===== src/hw/rtl/gn3_pkg.sv =====
// shared constants, types and the permutation table of the 3d gradient noise pipeline
package gn3_pkg;

	// fixed-point formats
	localparam int unsigned FRAC_BITS_DEF = 16;
	localparam int unsigned COORD_W       = 32;
	localparam int unsigned FRAC_W        = 16;
	localparam int unsigned FADE_W        = FRAC_W + 1;
	localparam int unsigned NOISE_W       = FRAC_W + 1;
	localparam int unsigned ONE_Q16       = 1 << FRAC_W;

	// hash codes that reuse the x offset as second term
	localparam logic [3:0] H_DUP_XA = 4'd12;
	localparam logic [3:0] H_DUP_XB = 4'd14;

	// stage enables of the fade pipeline
	typedef struct packed {
		logic en_s1;
		logic en_s2;
		logic en_s3;
	} fade_en_t;

	// lattice permutation table
	localparam logic [7:0] PERM_ROM [256] = '{
		8'd151, 8'd160, 8'd137, 8'd91,  8'd90,  8'd15,  8'd131, 8'd13,
		8'd201, 8'd95,  8'd96,  8'd53,  8'd194, 8'd233, 8'd7,   8'd225,
		8'd140, 8'd36,  8'd103, 8'd30,  8'd69,  8'd142, 8'd8,   8'd99,
		8'd37,  8'd240, 8'd21,  8'd10,  8'd23,  8'd190, 8'd6,   8'd148,
		8'd247, 8'd120, 8'd234, 8'd75,  8'd0,   8'd26,  8'd197, 8'd62,
		8'd94,  8'd252, 8'd219, 8'd203, 8'd117, 8'd35,  8'd11,  8'd32,
		8'd57,  8'd177, 8'd33,  8'd88,  8'd237, 8'd149, 8'd56,  8'd87,
		8'd174, 8'd20,  8'd125, 8'd136, 8'd171, 8'd168, 8'd68,  8'd175,
		8'd74,  8'd165, 8'd71,  8'd134, 8'd139, 8'd48,  8'd27,  8'd166,
		8'd77,  8'd146, 8'd158, 8'd231, 8'd83,  8'd111, 8'd229, 8'd122,
		8'd60,  8'd211, 8'd133, 8'd230, 8'd220, 8'd105, 8'd92,  8'd41,
		8'd55,  8'd46,  8'd245, 8'd40,  8'd244, 8'd102, 8'd143, 8'd54,
		8'd65,  8'd25,  8'd63,  8'd161, 8'd1,   8'd216, 8'd80,  8'd73,
		8'd209, 8'd76,  8'd132, 8'd187, 8'd208, 8'd89,  8'd18,  8'd169,
		8'd200, 8'd196, 8'd135, 8'd130, 8'd116, 8'd188, 8'd159, 8'd86,
		8'd164, 8'd100, 8'd109, 8'd198, 8'd173, 8'd186, 8'd3,   8'd64,
		8'd52,  8'd217, 8'd226, 8'd250, 8'd124, 8'd123, 8'd5,   8'd202,
		8'd38,  8'd147, 8'd118, 8'd126, 8'd255, 8'd82,  8'd85,  8'd212,
		8'd207, 8'd206, 8'd59,  8'd227, 8'd47,  8'd16,  8'd58,  8'd17,
		8'd182, 8'd189, 8'd28,  8'd42,  8'd223, 8'd183, 8'd170, 8'd213,
		8'd119, 8'd248, 8'd152, 8'd2,   8'd44,  8'd154, 8'd163, 8'd70,
		8'd221, 8'd153, 8'd101, 8'd155, 8'd167, 8'd43,  8'd172, 8'd9,
		8'd129, 8'd22,  8'd39,  8'd253, 8'd19,  8'd98,  8'd108, 8'd110,
		8'd79,  8'd113, 8'd224, 8'd232, 8'd178, 8'd185, 8'd112, 8'd104,
		8'd218, 8'd246, 8'd97,  8'd228, 8'd251, 8'd34,  8'd242, 8'd193,
		8'd238, 8'd210, 8'd144, 8'd12,  8'd191, 8'd179, 8'd162, 8'd241,
		8'd81,  8'd51,  8'd145, 8'd235, 8'd249, 8'd14,  8'd239, 8'd107,
		8'd49,  8'd192, 8'd214, 8'd31,  8'd181, 8'd199, 8'd106, 8'd157,
		8'd184, 8'd84,  8'd204, 8'd176, 8'd115, 8'd121, 8'd50,  8'd45,
		8'd127, 8'd4,   8'd150, 8'd254, 8'd138, 8'd236, 8'd205, 8'd93,
		8'd222, 8'd114, 8'd67,  8'd29,  8'd24,  8'd72,  8'd243, 8'd141,
		8'd128, 8'd195, 8'd78,  8'd66,  8'd215, 8'd61,  8'd156, 8'd180
	};

	function automatic logic [7:0] perm(input logic [7:0] idx);
		return PERM_ROM[idx];
	endfunction

endpackage


===== src/hw/rtl/gn3_fade.sv =====
// three-stage quintic fade 6t^5 - 15t^4 + 10t^3 on a q0.16 fraction
module gn3_fade
	import gn3_pkg::*;
(
	input  logic                clk,
	input  fade_en_t            en,
	input  logic [FRAC_W-1:0]   t,
	output logic [FADE_W-1:0]   fade
);

	localparam int unsigned P_W   = FRAC_W + 4;
	localparam int unsigned PRD_W = FRAC_W + P_W;

	logic [FRAC_W-1:0]   t_s1, t2_s1, t3_s2;
	logic [P_W-1:0]      p_s2;
	logic [FADE_W-1:0]   fade_s3;
	logic [2*FRAC_W-1:0] sq, cube;
	logic [P_W:0]        p_full;
	logic [PRD_W-1:0]    prod;

	// square of the fraction
	assign sq = t * t;
	always_ff @(posedge clk) begin
		if (en.en_s1) begin
			t_s1  <= t;
			t2_s1 <= sq[2*FRAC_W-1:FRAC_W];
		end
	end

	// cube and the quadratic factor, the latter always positive
	assign cube   = t2_s1 * t_s1;
	assign p_full = (P_W+1)'(t2_s1) * (P_W+1)'(6) + (P_W+1)'(10 * ONE_Q16)
		- (P_W+1)'(t_s1) * (P_W+1)'(15);
	always_ff @(posedge clk) begin
		if (en.en_s2) begin
			t3_s2 <= cube[2*FRAC_W-1:FRAC_W];
			p_s2  <= p_full[P_W-1:0];
		end
	end

	// final product, at most 1.0
	assign prod = t3_s2 * p_s2;
	always_ff @(posedge clk) begin
		if (en.en_s3) begin
			fade_s3 <= prod[FRAC_W +: FADE_W];
		end
	end

	assign fade = fade_s3;

endmodule


===== config.mk =====
export PLATFORM = sky130hd
export DESIGN_NAME = gn3_fade
export DESIGN_NICKNAME = d
export VERILOG_FILES = /design/src/hw/rtl/gn3_pkg.sv /design/src/hw/rtl/gn3_fade.sv
export SDC_FILE = /design/constraint.sdc
export NUM_CORES = 2
export LEC_CHECK = 0
export ABC_AREA = 1
export BUFFER_PORTS_ARGS = -buffer_cell sky130_fd_sc_hd__buf_4
export CORE_ASPECT_RATIO = 0.6
export CORE_MARGIN = 2
export CORE_UTILIZATION = 45
export CTS_BUF_LIST = sky130_fd_sc_hd__clkbuf_4 sky130_fd_sc_hd__clkbuf_8
export DETAILED_ROUTE_END_ITERATION = 7
export GPL_ROUTABILITY_DRIVEN = 0
export RECOVER_POWER = 50
export SETUP_SLACK_MARGIN = 0.02
export SYNTH_ARGS = -nofsm -noshare
export SYNTH_HDL_FRONTEND = slang
export SYNTH_SLANG_ARGS = --single-unit

===== constraint.sdc =====
create_clock -name clk -period 6.5 [get_ports clk]
set_input_delay 0.325 -clock clk [delete_from_list [all_inputs] [get_ports clk]]
set_output_delay 0.325 -clock clk [all_outputs]
set_load 0.01 [all_outputs]

==> key figures <==
Outcome
  – Outcome: finished, violations left
  – Failing checks: max-capacitance violations, max-slew violations

Worst setup path
  – Cell repeated most along the worst path: nand2_1
  – Crit path max-delay family: adder cells
  – Max stage delay cell, worst path: edfxtp_1
  – CP bufs+invs: 7
  – Crit-path max FO: 10
  – CP Data Required Time: 6.71 ns
  – R2R Path Start: t3_s2[7]$_DFFE_PP_
  – End of the worst register-to-register path: fade[16]$_DFFE_PP_
  – Critical path launch point type: register
  – CP Capture Type: register
  – Crit path DAT: 6.52 ns
  – Kind of critical path: register to register
  – R2r setup slk: 0.19 ns
  – CP peak stage delay: 0.70 ns
  – CP Cell Sequence: buf_4, nand2_1, fa_1, inv_1, fa_1, inv_1, fa_1, inv_1, fa_1, fa_1, inv_1, fa_1, inv_1, ha_1, nand2_1, inv_1, a21oi_1, and2_1, nand2_1, nand2_1, nand2_1, nand2_1, nand2_1
  – R2r worst-path depth: 23

Synthesis
  – Sequential fraction of the synthesis area: 7.66%
  – Post-Syn Instances: 4429
  – Avg Cell Area, Syn: 7.52 um2
  – Simple logic cell fraction of the synthesized area: 18.5%
  – Synthesized cell area: 0.0333 mm2
  – Largest family of logic cells by synthesized area: adder cells
  – Multiplexer share of the synthesized area: 0%
  – Compound-Gate Fraction of Synth Area: 3.38%
  – Synth Warn #: 0
  – Post-synthesis adder-cell area fraction: 52.0%
  – Net Count, Synth: 5444
  – XOR/XNOR Fraction of Synth Area: 1.31%
  – Yosys cell types: 34
  – Post-synthesis register bit count: 85

Placed design
  – Detailed Place HPWL: ~74 mm
  – Setup Slack @ Placement: 0.391 ns
  – Port-buffer cells: 36

Cells and area
  – Ant diodes: 0
  – Most common cell after layout, fill and taps aside: inv_1
  – Area delta synth->final: 4.85%
  – Share of layout cells above drive strength 1: 2.71%
  – Most frequent cells in the layout: inv_1, nand2_1, fa_1
  – Final nets: 5410

Detailed routing
  – Drt wl/cell: 15.9 um
  – Initial DRC Count: approximately 2500
  – Routed WL: between 80 and 90 mm
  – DR vias/cell: 4.86
  – Final ANT Viol Nets: 0
  – Drc violations: 0
  – DRT Pass-1 Iters: 6
  – Via count: around 26000

STA
  – Tcrit/Tclk final: 97.1%
  – Post-route setup slack: around 0.19 ns
  – Slew Limit Headroom: -47.2%
  – Setup violators final: 0
  – Final Critical Period: 6.31 ns
  – RSZ-0062 raised after global routing: false
  – Max-slew violation count: 70
  – Slew @ Worst Pin: 2.21 ns
  – Final Hold Fails: 0
  – Fmax: 158 MHz
  – Clk_skew: 0.0193 ns
  – Setup_tns: 0 ns

CTS
  – Clock transition at path regs: 0.10 ns
  – CTS tree: yes
  – Post-CTS setup buffer count: 0
  – CTS Buf Count: 9
  – H-tree levels: 3
  – Root buffer cell: clkbuf_8
  – CTS sink count: 85
  – Worst-Skew Late Latency: 0.44 ns
  – Resized cells post-CTS: 0
  – Hold-fix buffers, CTS: 0
  – Clk buf depth: 2

Global routing
  – GRT overflow: 0
  – GRT Util Overall: 23.7%
  – Vias in the first global route: 25929
  – First-pass GRT wire length: 143 mm
  – Initial antenna violation count: 0
  – Largest net degree at the start of global routing: 37

Hold path
  – Hold path depth: 1
  – HP Start: en[0]
  – Hold crit path type: input pin to register
  – Worst hold endpoint: fade[0]$_DFFE_PP_

Floorplanning
  – Initial Utilization: 45.3%
  – Chip width: 355 um
  – Full die area: 0.0763 mm2
  – Row Count: 77
  – I/O Pins: 37
  – Die Ht: 215 um
  – Core outline area: 0.0735 mm2

Job
  – Max-cap violations: 2
==> layout make-up <==
cell class | count | area (um2)
fillers | 7365 | 38600
multi-input cells | 2823 | 25000
inverters | 1363 | 5120
flip-flops and latches | 85 | 2550
well taps | 987 | 1230
repair buffers | 113 | 790
clock buffers | 9 | 124
clock inverters | 5 | 77.6
==> kinds of logic (layout without fill, tap and decap cells) <==
group / Yosys count / count (layout)
compound gates: 213 / 213
xor+xnor: 50 / 50
fa+ha+maj: 995 / 995
buf+inv: 1521 / 1490
flops: 85 / 85
simple gates: 1565 / 1565
==> state kept, by name, summed over array words and instances (netlist names) <==
register	count
p_s2	20
t2_s1	16
fade	17
t3_s2	16
t_s1	16
==> cell usage after synthesis, drive strengths merged <==
cell,number,share of area [%]
a22oi,1,0.023
ha,346,13
nor2,150,1.7
a21o,5,0.11
nor3b,1,0.038
nor4,1,0.019
nor3,19,0.29
o21ai,70,1.1
edfxtp,85,7.7
nand3b,6,0.14
and3,1,0.019
nand4,22,0.41
buf,10,0.16
clkbuf,148,1.7
xnor2,12,0.32
nand3,110,1.7
nand2,1249,14
o21bai,14,0.33
fa,649,39
or2,4,0.075
inv,1363,15
xor2,38,1.0
a21oi,122,1.8
and2,2,0.038
a31oi,1,0.019
==> worst max path at each step <==
stage                             from                   to  slack, ns  depth (start not counted)
floorplan            t_s1[7]$_DFFE_PP_   t3_s2[8]$_DFFE_PP_       1.02                         21
global placement     t_s1[1]$_DFFE_PP_  t3_s2[11]$_DFFE_PP_       0.42                         18
detailed placement   t_s1[1]$_DFFE_PP_  t3_s2[11]$_DFFE_PP_       0.39                         18
CTS                  t_s1[1]$_DFFE_PP_  t3_s2[11]$_DFFE_PP_       0.38                         18
global route         t_s1[1]$_DFFE_PP_  t3_s2[11]$_DFFE_PP_       0.03                         18
finish              t3_s2[7]$_DFFE_PP_   fade[16]$_DFFE_PP_       0.19                         23
==> routing by layer <==
layer,share of wire (%),vias up,track usage (%)
li1,-,12575,-
met1,54,12638,40.6
met2,35,953,29.6
met3,11,31,6.08
met4,0.59,0,2.40
met5,0,-,0
==> per-stage QoR <==
step,hold WS [ns],cell area [um2],std cells,util [%]
final,0.591,34900,5385,47.5
after global placement,0.719,34800,5371,47.4
after CTS,0.228,35000,5385,47.6
after global routing,0.621,34900,5385,47.5
after floorplan,0.424,33300,4429,-
after detailed placement,0.718,34800,5371,47.4
Power is left out: the tool's default activity adds up to more than one toggle a clock period on the data nets, which glitch-free logic cannot reach.
